$ cat src/hdl/clt_pkg.sv
// shared types, codes and constants of the connect latency tracker
package clt_pkg;

	localparam int unsigned PEND_DEPTH_DEF = 4096;
	localparam int unsigned HOST_DEPTH_DEF = 1024;
	localparam int unsigned LIMIT_W = 40;
	localparam logic [LIMIT_W-1:0] LIMIT_RESET = 40'd30000000000;
	localparam logic [7:0] MIN_ADDR_LEN = 8'd8;
	localparam logic [15:0] FAMILY_IPV4 = 16'd2;

	typedef enum logic [1:0] {
		OP_START  = 2'd0,
		OP_FINISH = 2'd1,
		OP_QUERY  = 2'd2,
		OP_NONE   = 2'd3
	} op_t;

	typedef enum logic [2:0] {
		ST_OK           = 3'd0,
		ST_NOT_IPV4     = 3'd1,
		ST_PENDING_FULL = 3'd2,
		ST_NO_PENDING   = 3'd3,
		ST_HOST_FULL    = 3'd4,
		ST_HOST_ABSENT  = 3'd5
	} stat_t;

	// slot life cycle: never used, holding a key, freed
	typedef enum logic [1:0] {
		SL_EMPTY = 2'd0,
		SL_USED  = 2'd1,
		SL_DEAD  = 2'd2
	} slot_t;

	typedef enum logic [2:0] {
		S_CLEAR,
		S_IDLE,
		S_PSCAN,
		S_HSCAN,
		S_CALC,
		S_ADD,
		S_OUT
	} fsm_t;

	typedef struct packed {
		logic [63:0] start_time;
		logic [47:0] dest;
		logic [63:0] thread;
		slot_t       st;
	} pend_ent_t;

	typedef struct packed {
		logic [63:0] lat_cnt;
		logic [63:0] lat_sum;
		logic [63:0] fails;
		logic [63:0] connects;
		logic [47:0] dest;
		slot_t       st;
	} host_ent_t;

	typedef struct packed {
		logic done;
		logic found;
		logic avail;
	} scan_res_t;

endpackage

$ cat src/hdl/clt_scan.sv
// linear probe over a table memory: finds a key or the first free slot
module clt_scan #(
	parameter int unsigned DEPTH = 2,
	parameter int unsigned KW = 8
) (
	input  logic                     clk,
	input  logic                     arst_n,
	input  logic                     start,
	input  logic [KW-1:0]            key,
	input  logic [1:0]               rd_state,
	input  logic [KW-1:0]            rd_key,
	output logic [$clog2(DEPTH)-1:0] raddr,
	output clt_pkg::scan_res_t       res,
	output logic [$clog2(DEPTH)-1:0] idx
);
	import clt_pkg::*;

	localparam int unsigned AW = $clog2(DEPTH);
	localparam logic [AW-1:0] LAST = AW'(DEPTH - 1);

	logic          busy_q;
	logic          iss_q;
	logic [AW-1:0] addr_q;
	logic          chk_s1;
	logic [AW-1:0] addr_s1;
	logic [KW-1:0] key_q;
	logic          free_q;
	logic [AW-1:0] fidx_q;
	scan_res_t     res_q;
	logic [AW-1:0] idx_q;

	logic hit;
	logic empty;
	logic dead;
	logic last;
	logic stop;

	assign hit   = chk_s1 && (rd_state == SL_USED) && (rd_key == key_q);
	assign empty = chk_s1 && (rd_state == SL_EMPTY);
	assign dead  = chk_s1 && (rd_state == SL_DEAD);
	assign last  = chk_s1 && (addr_s1 == LAST);
	assign stop  = hit || empty || last;

	always_ff @(posedge clk or negedge arst_n) begin
		if (!arst_n) begin
			busy_q <= 1'b0;
			iss_q  <= 1'b0;
			chk_s1 <= 1'b0;
			free_q <= 1'b0;
			res_q  <= '0;
		end else begin
			res_q.done <= busy_q && !start && stop;
			if (start) begin
				busy_q <= 1'b1;
				iss_q  <= 1'b1;
				chk_s1 <= 1'b0;
				free_q <= 1'b0;
			end else if (busy_q) begin
				chk_s1 <= iss_q && !stop;
				if ((iss_q && addr_q == LAST) || stop) begin
					iss_q <= 1'b0;
				end
				if (dead && !free_q) begin
					free_q <= 1'b1;
				end
				if (stop) begin
					busy_q      <= 1'b0;
					res_q.found <= hit;
					res_q.avail <= !hit && (free_q || dead || empty);
				end
			end
		end
	end

	always_ff @(posedge clk) begin
		if (start) begin
			addr_q <= '0;
			key_q  <= key;
		end else if (busy_q) begin
			addr_s1 <= addr_q;
			if (iss_q && addr_q != LAST) begin
				addr_q <= addr_q + 1'b1;
			end
			if (dead && !free_q) begin
				fidx_q <= addr_s1;
			end
			if (stop) begin
				idx_q <= (hit || !free_q) ? addr_s1 : fidx_q;
			end
		end
	end

	assign raddr = addr_q;
	assign res   = res_q;
	assign idx   = idx_q;

endmodule

$ cat config.mk
export PLATFORM = sky130hd
export DESIGN_NAME = clt_scan
export DESIGN_NICKNAME = d
export VERILOG_FILES = /design/src/hdl/clt_pkg.sv /design/src/hdl/clt_scan.sv
export SDC_FILE = /design/constraint.sdc
export NUM_CORES = 1
export LEC_CHECK = 0
export BUFFER_PORTS_ARGS = -buffer_cell sky130_fd_sc_hd__buf_2
export CAP_MARGIN = 0
export CORE_MARGIN = 1.5
export CORE_UTILIZATION = 32
export DETAILED_ROUTE_END_ITERATION = 7
export GPL_ROUTABILITY_DRIVEN = 0
export GPL_TIMING_DRIVEN = 1
export SYNTH_ARGS = -nofsm -noshare
export SYNTH_HDL_FRONTEND = slang
export SYNTH_SLANG_ARGS = --single-unit
$ cat constraint.sdc
create_clock -name clk -period 2.65 [get_ports clk]
set_input_delay 0.1325 -clock clk [delete_from_list [all_inputs] [get_ports clk]]
set_output_delay 0.1325 -clock clk [all_outputs]
set_load 0.02 [all_outputs]
# Word-level counts from Yosys, hierarchy flattened
# Index checks and enable logic that the tools add are counted.
# totals
output_inout_bits	5
reg_bits	19
inputBits	21
# classes
eq_ne	3
mux	12
bitwise	2
n_reduce_logical	32
n_addsub	1
# op_table
operator	count
1-bit logical AND	12
1-bit 2-to-1 mux	12
8-bit == test	1
2-bit AND reduction	4
1-bit logical OR	6
3-bit AND reduction	2
2-bit nonzero test	3
1-bit logical NOT	4
2-bit by 1-bit == test with 1-bit output, second input constant	1
2-bit == test, second input constant	1
2-bit logical NOT	1
1-bit inverter	2
1-bit adder, second input constant	1

# Logic depth before layout (Yosys ltp)
# logic_depth
ltp_word	9
mapped_depth	5
ltp_nobuf	5

# Least setup slack after synthesis
# Ideal clock, no wire load.
# synth_path
kind	flip-flop to flip-flop
from	register key_q[1]
to	register idx_q (netlist: idx) (data pin)
synth_period_minus_slack_ns	1.523
setup_time_ns	0.256
setup_slack_ns	1.127
n_path_buf	0
path_stages_with_launch	5
arrival_ns	1.267
required_time_ns	2.394
cell_sequence	edfxtp_1 -> xor2_1 -> nor4_4 -> nand3_2 -> a31o_2
# synth_between
elab_chain_cells	4
# synth_rtl
element	line_no	source
start, declared	clt_scan.sv:26	logic [KW-1:0] key_q;
start signal, assigned	clt_scan.sv:78	key_q <= key;
8-bit == test	clt_scan.sv:38	assign hit = chk_s1 && (rd_state == SL_USED) && (rd_key == key_q);
1-bit logical AND	clt_scan.sv:38	
1-bit logical OR	clt_scan.sv:88	idx_q <= (hit || !free_q) ? addr_s1 : fidx_q;
1-bit 2-to-1 mux	clt_scan.sv:88	
end signal, assigned	clt_scan.sv:88	
end, declared	clt_scan.sv:30	logic [AW-1:0] idx_q;
# No other way between the ends.
# A chain may end at the register's enable or synchronous reset.

# Worst setup path in the final report
# Ends and elaborated chain as after synthesis.

==> results.sh <==
export IMPL_hp_start="key[7]"
export IMPL_ant_nets=0
export IMPL_clock_sinks=19
export IMPL_totalWireLength_mm=1.54
export IMPL_rsz0062_at_grt="false"
export IMPL_antenna_cells=0
export IMPL_postCtsResizedCells=0
export IMPL_status="complete, no violations"
export IMPL_synth_commonest_cells="11 x edfxtp_1, 7 x dfrtp_1, 7 x xor2_1, 4 x nor2_1, 3 x inv_1"
export IMPL_finalCritPeriodShare_pct=62.1
export IMPL_syn_to_final_growth_pct=32.1
export IMPL_ys_types=26
export IMPL_synth_top_area_cell="edfxtp_1"
export IMPL_hpwl_mm=1.15
export IMPL_antenna_found_initial=0
export IMPL_slew_headroom_pct=80.3
export IMPL_crit_path_start="key_q[1]$_DFFE_PP_"
export IMPL_reg2reg_from="key_q[1]$_DFFE_PP_"
export IMPL_ir_drop_uv=330
export IMPL_drv_cap=0
export IMPL_cp_required_ns=2.70
export IMPL_postSynthCellCount=58
export IMPL_syn_num_nets=79
export IMPL_start_util_pct=33.8
export IMPL_boundaryPins=26
export IMPL_skew_ns=0.000453
export IMPL_path_class="flip-flop to flip-flop"
export IMPL_clkTransAtPathRegs_ns=0.10
export IMPL_synth_top_area_share_pct=39.5
export IMPL_grt_max_degree=15
export IMPL_finalCriticalPeriod_ns=1.65
export IMPL_async_reset_ff_share_pct=36.8
export IMPL_fp_coreArea_um2=2480
export IMPL_synth_main_ff_cell="edfxtp_1"
export IMPL_crit_path_max_fanout=6
export IMPL_dpl_instance_area_um2=1000
export IMPL_path_cells="xor2_1 -> nor4_4 -> nand3_2 -> a31o_2"
export IMPL_die_h_um=54.1
export IMPL_grt_pass1_wl_mm=2.28
export IMPL_firstDrtPassIters=4
export IMPL_io_buffer_count=25
export IMPL_track_usage_pct=11.5
export IMPL_rows=18
export IMPL_syn_area_um2=837
export IMPL_fin_setup_tns_ns=0
export IMPL_drt_iter0_markers=8
export IMPL_fin_ws_ns=1.00
export IMPL_grt_pass1_vias=559
export IMPL_layout_drive_gt1_share_pct=38.9
export IMPL_avgSynthCellArea_um2=14.4
export IMPL_worst_pin_slew_ns=0.296
export IMPL_drv_slew=0
export IMPL_fmax_mhz=608
export IMPL_synth_edf_count=11
export IMPL_cts_made_buffers=3
export IMPL_hold_path_class="input pin to flip-flop"
export IMPL_startpoint_type="flip-flop"
export IMPL_cts_hold_buffers_added=1
export IMPL_synth_most_common_cell="edfxtp_1"
export IMPL_end_kind="flip-flop"
export IMPL_finalNetCount=117
export IMPL_worstPathArrival_ns=1.70
export IMPL_vias=576
export IMPL_p_leak_nw=0.482
export IMPL_power_density_cell_area_nw_per_um2=580
export IMPL_post_cts_buffers=0
export IMPL_wl_per_cell_um=12.3
export IMPL_cpPeakStageDelay_ns=0.40
export IMPL_synthTopCellsByArea="edfxtp_1 39%, dfrtp_1 21%, xor2_1 7.3%"
export IMPL_fin_area_um2=1110
export IMPL_cpMaxStageDelayCell="edfxtp_1"
export IMPL_route_detailed_drc=0
export IMPL_worstSkewPairLatency_ns=0.28
export IMPL_htreeDepth=1
export IMPL_dieArea_um2=2930
export IMPL_p_total_mw=0.642
export IMPL_hold_viol_final=0
export IMPL_cts_tree="done"
export IMPL_viasPerCell=4.61
export IMPL_ys_ff_latch=19
export IMPL_setup_viol=0
export IMPL_place_ws_ns=1.02
export IMPL_die_w_um=54.1
export IMPL_ys_warnings_count=0
export IMPL_clock_path_buffers=2
export IMPL_yosysSeqAreaShare_pct=62.8
export IMPL_cts_root_buf="clkbuf_4"
export IMPL_overflow=0
sequential cells by signal, summed over array words and instances (netlist names):
register,cells
key_q,8
res,3
addr_s1,1
busy_q,1
chk_s1,1
fidx_q,1
free_q,1
idx,1
iss_q,1
raddr,1
metrics by stage:
step / util [%] / std cells / hold slack [ns]
6_report: 44.6 / 125 / 0.0317
5_1_grt: 44.6 / 125 / 0.000792
4_1_cts: 41.8 / 118 / 0.00248
3_5_place_dp: 40.4 / 113 / -0.0241
3_3_place_gp: 40.4 / 113 / -0.0271
2_1_floorplan: - / 58 / -0.163
metal layers:
layer,vias to the layer above,wire (um),global-route usage (%)
li1,290,-,-
met1,267,738,14.1
met2,17,712,18.1
met3,2,74,3.33
met4,0,12,6.25
met5,-,0,0
logic make-up after synthesis:
group	Yosys count	share of synthesized area [%]
flip-flops	19	62.8
AND/OR/NAND/NOR	17	16.3
AO/OA/AOI/OAI	10	9.87
XOR/XNOR	8	8.37
buffers and inverters	3	1.35
multiplexers	1	1.35
worst max-delay path, delay by kind of cell (launching register included):
family                    cells  cell delay, ns
and+or+nand+nor               2            0.54
AOI/OAI and AO/OA             1            0.28
xor gates and xnor gates      1            0.20
DFF                           1            0.40
area by class of cell:
| type | count | area [um^2] |
|---|---|---|
| flip-flops and latches | 19 | 526 |
| fillers | 241 | 1370 |
| multi-input cells | 36 | 300 |
| repair buffers | 33 | 205 |
| clock buffers | 4 | 26.3 |
| inverters | 3 | 11.3 |
| well taps | 30 | 37.5 |
path summary, 6_finish.rpt:
check	depth (start not counted)	slack, ns	to
hold / removal	1	0.03	key_q[7]$_DFFE_PP_
setup / recovery	4	1.00	idx$_DFFE_PP_
max in group asynchronous	2	2.29	chk_s1$_DFFE_PN0P_
hold reg to reg	0	0.49	addr_s1$_DFFE_PP_
min in group asynchronous	2	0.20	res[0]$_DFFE_PN0P_
setup reg to reg	4	1.00	idx$_DFFE_PP_
cells in the final DEF (no fill, tap or decap), types with 3 or more instances in the layout:
cell,Yosys,final
clkbuf_4,0,3
edfxtp_1,11,11
xor2_1,7,7
dfrtp_1,7,7
dlygate4sd3_1,0,8
inv_1,3,3
buf_2,0,25
nor2_1,4,4
where the power goes:
part | internal, mW | total (mW) | switching [mW] | leakage (nW)
Clock | 0.0584 | 0.138 | 0.0799 | 0.0150
Combinational | 0.0665 | 0.134 | 0.0674 | 0.265
Sequential | 0.349 | 0.370 | 0.0210 | 0.202
Total | 0.473 | 0.642 | 0.168 | 0.482
Power figures use the tool's default switching activity.
