## src/hdl/clt_ram.sv

```systemverilog
// generic single write port ram with registered read
module clt_ram #(
	parameter int unsigned W = 8,
	parameter int unsigned D = 2
) (
	input  logic                 clk,
	input  logic                 we,
	input  logic [$clog2(D)-1:0] waddr,
	input  logic [W-1:0]         wdata,
	input  logic [$clog2(D)-1:0] raddr,
	output logic [W-1:0]         rdata
);

	logic [W-1:0] mem [D];
	logic [W-1:0] rdata_q;

	always_ff @(posedge clk) begin
		if (we) begin
			mem[waddr] <= wdata;
		end
		rdata_q <= mem[raddr];
	end

	assign rdata = rdata_q;

endmodule

```

## config.mk

```make
export PLATFORM = sky130hd
export DESIGN_NAME = clt_ram
export DESIGN_NICKNAME = d
export VERILOG_FILES = /design/src/hdl/clt_ram.sv
export SDC_FILE = /design/constraint.sdc
export NUM_CORES = 1
export LEC_CHECK = 0
export ABC_CLOCK_PERIOD_IN_PS = 3300
export CORE_MARGIN = 1.5
export CORE_UTILIZATION = 55
export CTS_CLUSTER_DIAMETER = 200
export DETAILED_ROUTE_END_ITERATION = 10
export DONT_BUFFER_PORTS = 1
export PLACE_DENSITY_LB_ADDON = 0.12
export SLEW_MARGIN = 20
export SYNTH_ARGS = -nofsm -noshare
export SYNTH_HDL_FRONTEND = slang
export SYNTH_SLANG_ARGS = --single-unit
export TNS_END_PERCENT = 20
```

## constraint.sdc

```tcl
create_clock -name clk -period 3.3 [get_ports clk]
set_clock_uncertainty 0.1 [all_clocks]
set_input_delay 0.66 -clock clk [delete_from_list [all_inputs] [get_ports clk]]
set_output_delay 0.66 -clock clk [all_outputs]
set_load 0.05 [all_outputs]
```

---- Yosys cells after proc, flatten, opt, wreduce, memory -nomap -nowiden ----
Memories as Yosys holds them, arrays and structs flattened. A register that Yosys moved wholly into a read port is not among the register bits.
Cells that the tools add are included.
word-level totals
  input bits .............................. 12
  memory bits (writable) .................. 16
  memories ................................ 1
  register bits after elaboration ......... 0
memory list
  name  words  width  read ports  clocked after Yosys merged registers in  write ports  RTL line  text
  mem   2      8      1           1                                        1            14        logic [W-1:0] mem [D];
cells by class
  multiplexer cells ....................... 2
operators by type and width
  cell              count
  2-to-1 mux 1 bit  2

---- Longest topological paths before layout ----
Gate-level depths: netlist of the first run.
  word-level depth ........................ 2
  mapped depth ............................ 2

---- Worst setup path before layout of the first run ----
No wires, ideal clock.
  path type ............................... input-to-reg
  start ................................... input we
  end ..................................... memory mem[0][0], enable pin
  path buffers ............................ 0
  path slack .............................. 1.747 ns
  data arrival time ....................... 1.080 ns
  library setup time ...................... 0.373 ns
  required time ........................... 2.827 ns
  stages .................................. 1
  cells stage by stage .................... nor2b_1
on the way
  word-level cells in the longest chain between the ends .. 2
RTL lines
  element                                 RTL line  text
  start: declaration                      7         input logic we,
  2-to-1 mux 1 bit                        18        if (we) begin
  2-to-1 mux 1 bit (implied by the code)  19        mem[waddr] <= wdata;
  end: declaration                        14
No other way between the ends.

---- Worst setup path in the final report of the first run ----
  start ................................... register rdata_q[2], in the netlist rdata[2] (read register of mem)
  end ..................................... output rdata[2]
RTL lines
  element             RTL line  text
  start: declaration  15        logic [W-1:0] rdata_q;
  end: declaration    11        output logic [W-1:0] rdata
No word-level cell between the ends.

==> results.sh, run 1 <==
export IMPL_drc=0
export IMPL_crit_fanout=1
export IMPL_syn_cell_area_um2=785
export IMPL_start_util=0.595
export IMPL_finalSetupTns_ps=0
export IMPL_ir_worst_vdd_mv=0.392
export IMPL_yosys_warnings=0
export IMPL_clkLatencyLatePin_ps=300
export IMPL_end_kind="output pin"
export IMPL_ant_nets=0
export IMPL_p_int_mw=0.402
export IMPL_worstSetupStartpointType="flop"
export IMPL_worstPathArrival_ps=940
export IMPL_netlist_instances=35
export IMPL_crit_end="rdata[2]"
export IMPL_power_density_nw_per_um2=638
export IMPL_io_pins=20
export IMPL_status="complete, no violations"
export IMPL_seq_area_frac_synth=0.817
export IMPL_swShare=0.230
export IMPL_antenna_found_initial=0
export IMPL_p_leak_nw=0.304
export IMPL_finalNetCount=51
export IMPL_rsz0062_at_grt="no"
export IMPL_slew_headroom=0.534
export IMPL_postRouteWirelength_um=792
export IMPL_required_ps=2540
export IMPL_wl_per_cell_um=14.9
export IMPL_syn_nets=47
export IMPL_dr_pass1_iters=3
export IMPL_final_hold_violation_count=0
export IMPL_worstReg2RegStart="mem[0][6]"
export IMPL_placementRows=13
export IMPL_vias=275
export IMPL_p_seq_frac=0.733
export IMPL_dp_cells=49
export IMPL_combPwrFrac=0.037
export IMPL_grt_max_degree=14
export IMPL_ctsHoldBuffers=0
export IMPL_grt_overflow_total=0
export IMPL_finalCriticalPeriod_ps=1700
export IMPL_cts_setup_buffers=0
export IMPL_die_area_um2=1660
export IMPL_grt_pass1_vias=244
export IMPL_worstSetupPathType="flop to output pin"
export IMPL_setup_viol=0
export IMPL_holdPathStages=0
export IMPL_cts_resized_gates=0
export IMPL_area_growth_pct=4.31
export IMPL_fin_crit_sh=0.515
export IMPL_grt_pass1_wl_mm=1.05
export IMPL_antennaDiodeCount=0
export IMPL_worst_slew_pin_slew_ps=698
export IMPL_drv_cap=0
export IMPL_clockRootBuffer="clkbuf_4"
export IMPL_cp_num_cells=0
export IMPL_clkTransAtPathRegs_ps=120
export IMPL_h_tree_depth=1
export IMPL_fillers=91
export IMPL_drive_gt1_frac=0.289
export IMPL_clock_sinks=24
export IMPL_switchingPower_mw=0.120
export IMPL_grt_util_all_layers=0.109
export IMPL_r2r_end="rdata[6]"
export IMPL_cts_buffer_depth=2
export IMPL_drt_initial_drc_count=1
export IMPL_cts_buffers=3
export IMPL_startpoint="rdata[2]"
export IMPL_hold_class="input port to flop"
export IMPL_cts_tree="built"
export IMPL_worst_slack_ps=1600
export IMPL_r2r_slack_ps=2440
export IMPL_synth_area_per_cell_um2=22.4
export IMPL_r2r_cells=1
export IMPL_final_cells=53
export IMPL_ys_types=6
export IMPL_vias_per_cell=5.19
export IMPL_fmax_mhz=588
export IMPL_power_frac_clock=0.230
export IMPL_place_congestion=0.602
export IMPL_place_ws_ps=1580
export IMPL_core_area_um2=1320
export IMPL_die_h_um=40.8
export IMPL_ys_ff_latch=24
export IMPL_finalMaxSlewViolations=0
export IMPL_io_buffers=0
export IMPL_die_w_um=40.8
-- registers in the layout (all words and copies together), names as in the netlist --
register	count
mem	16
rdata	8
-- synth_stat cells --
cell      instances  area share
dfxtp_1           8        0.20
mux2_4            8        0.15
nor2b_1           1      0.0080
edfxtp_1         16        0.61
buf_6             1       0.014
and2_1            1      0.0080
-- power by group through the flow --
stage | registers (mW) | clock network, mW | logic (mW)
3_3_place_gp | 0.389 | 0 | 0.0188
2_1_floorplan | 0.388 | 0 | 0.0207
6_report | 0.383 | 0.120 | 0.0193
3_5_place_dp | 0.390 | 0 | 0.0198
4_1_cts | 0.383 | 0.123 | 0.0197
5_1_grt | 0.386 | 0.131 | 0.0208
-- metrics by stage --
| stage | hold slack [ps] | utilization | instance area, µm² | power (mW) |
|---|---|---|---|---|
| after floorplan | 352 | - | 785 | 0.409 |
| after global placement | 355 | 0.601 | 792 | 0.408 |
| after detailed placement | 359 | 0.601 | 792 | 0.410 |
| after CTS | 340 | 0.621 | 818 | 0.526 |
| after global routing | 328 | 0.621 | 818 | 0.537 |
| final | 346 | 0.621 | 818 | 0.522 |
-- routing by layer --
layer | GRT usage | vias to the layer above | share of wire
met1 | 0.131 | 127 | 0.37
met4 | 0.0750 | 0 | 0
met5 | 0 | - | 0
met3 | 0.0380 | 0 | 0.093
met2 | 0.163 | 15 | 0.53
li1 | - | 133 | -
-- worst min path at each step --
stage                endpoint  slack (ps)  startpoint
CTS                 mem[1][0]         340    wdata[0]
global placement     rdata[2]         360   mem[1][2]
floorplan            rdata[0]         350   mem[1][0]
global route        mem[1][6]         330    wdata[6]
detailed placement   rdata[2]         360   mem[0][2]
finish              mem[0][0]         350    wdata[0]
-- cell usage in the layout, fill, tap and decap left out, drive strengths merged --
| cell | n |
|---|---|
| edfxtp | 16 |
| dfxtp | 8 |
| nor2b | 1 |
| and2 | 1 |
| clkinv | 1 |
| mux2 | 8 |
| clkbuf | 3 |
-- kinds of logic (layout without fill, tap and decap cells) --
family                 count (synthesis)  in the layout  synth area share
buffers and inverters                  1              4            0.0144
DFF                                   24             24             0.817
muxes                                  8              8             0.153
and+or+nand+nor                        2              2            0.0160
-- cell type report --
cell class / count / area [µm²] / area share
clock buffer: 3 / 22.5 / 0.0275
clock inverter: 1 / 3.75 / 0.00459
multi-input combinational: 10 / 133 / 0.162
sequential: 24 / 641 / 0.783
tap: 15 / 18.8 / 0.0229
Power figures use the tool's default switching activity.
==> run 2, diff against run 1 <==
- ABC_CLOCK_PERIOD_IN_PS: 3300 -> 1500
- CORE_UTILIZATION: 55 -> 51
- clock period: 3.3 -> 1.5 ns (I/O delays scaled with it)
==> results.sh, run 2 (synthesis gave the netlist of run 1 again) <==
export IMPL_finalSetupTns_ps=0
export IMPL_area_growth_pct=19.8
export IMPL_cts_buffers=3
export IMPL_wl_per_cell_um=16.2
export IMPL_met1_usage=0.141
export IMPL_final_hold_violation_count=0
export IMPL_antennaDiodeCount=0
export IMPL_worstPathArrival_ps=950
export IMPL_grt_pass1_vias=369
export IMPL_setup_viol=0
export IMPL_largest_reg_flops=16
export IMPL_ir_worst_vdd_mv=0.848
export IMPL_drv_cap=0
export IMPL_crit_fanout=1
export IMPL_clkTransAtPathRegs_ps=120
export IMPL_antenna_found_initial=0
export IMPL_design_area_um2=940
export IMPL_die_h_um=42.2
export IMPL_required_ps=1100
export IMPL_power_density_nw_per_um2=1440
export IMPL_cts_resized_gates=0
export IMPL_cts_setup_buffers=0
export IMPL_cts_buffer_depth=2
export IMPL_clock_sinks=24
export IMPL_status="complete, no violations"
export IMPL_drt_initial_drc_count=8
export IMPL_finalNetCount=61
export IMPL_end_kind="output pin"
export IMPL_worstSetupPathType="flop to output pin"
export IMPL_layout_commonest_cell="edfxtp_1"
export IMPL_io_pins=20
export IMPL_core_area_um2=1370
export IMPL_hold_path_startpoint="raddr"
export IMPL_finalCriticalPeriod_ps=1350
export IMPL_final_cells=63
export IMPL_finalMaxSlewViolations=0
export IMPL_dp_cells=51
export IMPL_fillers=100
export IMPL_dr_pass1_iters=4
export IMPL_startpoint="rdata[5]"
export IMPL_place_congestion=0.600
export IMPL_io_buffers=0
export IMPL_cts_tree="built"
export IMPL_grt_overflow_total=0
export IMPL_hold_class="input port to flop"
export IMPL_placementRows=13
export IMPL_grt_pass1_wl_mm=1.68
export IMPL_start_util=0.574
export IMPL_grt_util_all_layers=0.135
export IMPL_final_cell_mix="edfxtp_1 (16), mux2_4 (8), dlygate4sd3_1 (8), dfxtp_1 (8), clkbuf_4 (3)"
export IMPL_slew_headroom=0.679
export IMPL_die_area_um2=1780
export IMPL_fin_crit_sh=0.897
export IMPL_worst_slew_pin_slew_ps=481
export IMPL_place_area_um2=807
export IMPL_drc=0
export IMPL_postRouteWirelength_mm=1.02
export IMPL_drive_gt1_frac=0.292
export IMPL_grt_max_degree=15
export IMPL_die_w_um=42.2
export IMPL_clockRootBuffer="clkbuf_4"
export IMPL_met3_usage=0.0302
export IMPL_fmax_mhz=743
export IMPL_h_tree_depth=1
export IMPL_rsz0062_at_grt="no"
export IMPL_regArea_um2=641
export IMPL_busiest_layer="met2"
export IMPL_p_leak_nw=0.360
export IMPL_multiInputGateArea_um2=133
export IMPL_use_met2=0.255
export IMPL_vias=324
export IMPL_worstReg2RegStart="mem[1][1]"
export IMPL_clkLatencyLatePin_ps=300
export IMPL_ant_nets=0
export IMPL_worstSetupStartpointType="flop"
export IMPL_vias_per_cell=5.14
export IMPL_regMostFlops="mem"
run 2: cell count changes in the layout (fill, tap and decap cells not counted):
cell           change
buf_4              +2
bufinv_16          +1
clkinv_1           -1
dlygate4sd3_1      +8
run 2: through the flow:
stage / hold WS, ps / worst slack (ps) / utilization / power, mW
5_1_grt: 14.4 / 105 / 0.688 / 1.41
4_1_cts: 36.1 / 145 / 0.688 / 1.36
2_1_floorplan: 299 / 307 / - / 0.899
3_5_place_dp: 299 / 412 / 0.591 / 0.906
3_3_place_gp: 299 / 430 / 0.591 / 0.902
6_report: 39.5 / 155 / 0.688 / 1.36
run 2: area by class of cell:
cell class / instances / area share
Clock buffer: 3 / 0.0240
Clock inverter: 1 / 0.0320
Multi-Input combinational cell: 10 / 0.141
Sequential cell: 24 / 0.682
Tap cell: 15 / 0.0200
Timing Repair Buffer: 10 / 0.101
run 2: what timing repair did:
action / in CTS / in global routing
endpoints found under the setup margin: 0 / 0
hold endpoints to repair: 16 / 0
hold buffers: 8 / 0
run 2: final timing paths:
kind                    to  slack (ps)  cells past startpoint
hold / removal    rdata[2]          40                      1
setup reg to reg  rdata[1]         610                      1
hold reg to reg   rdata[6]         380                      1
setup / recovery  rdata[5]         150                      0
run 2: power by group:
part	internal, mW	leakage [nW]	total (mW)	switching (mW)
clock	0.270	0.0279	0.447	0.177
sequential	0.758	0.218	0.844	0.0869
combinational	0.0475	0.114	0.0661	0.0186
run 2: per-layer routing:
layer,vias up,part of all wire
li1,156,-
met4,0,0
met5,-,0
met2,14,0.59
met1,154,0.35
met3,0,0.060
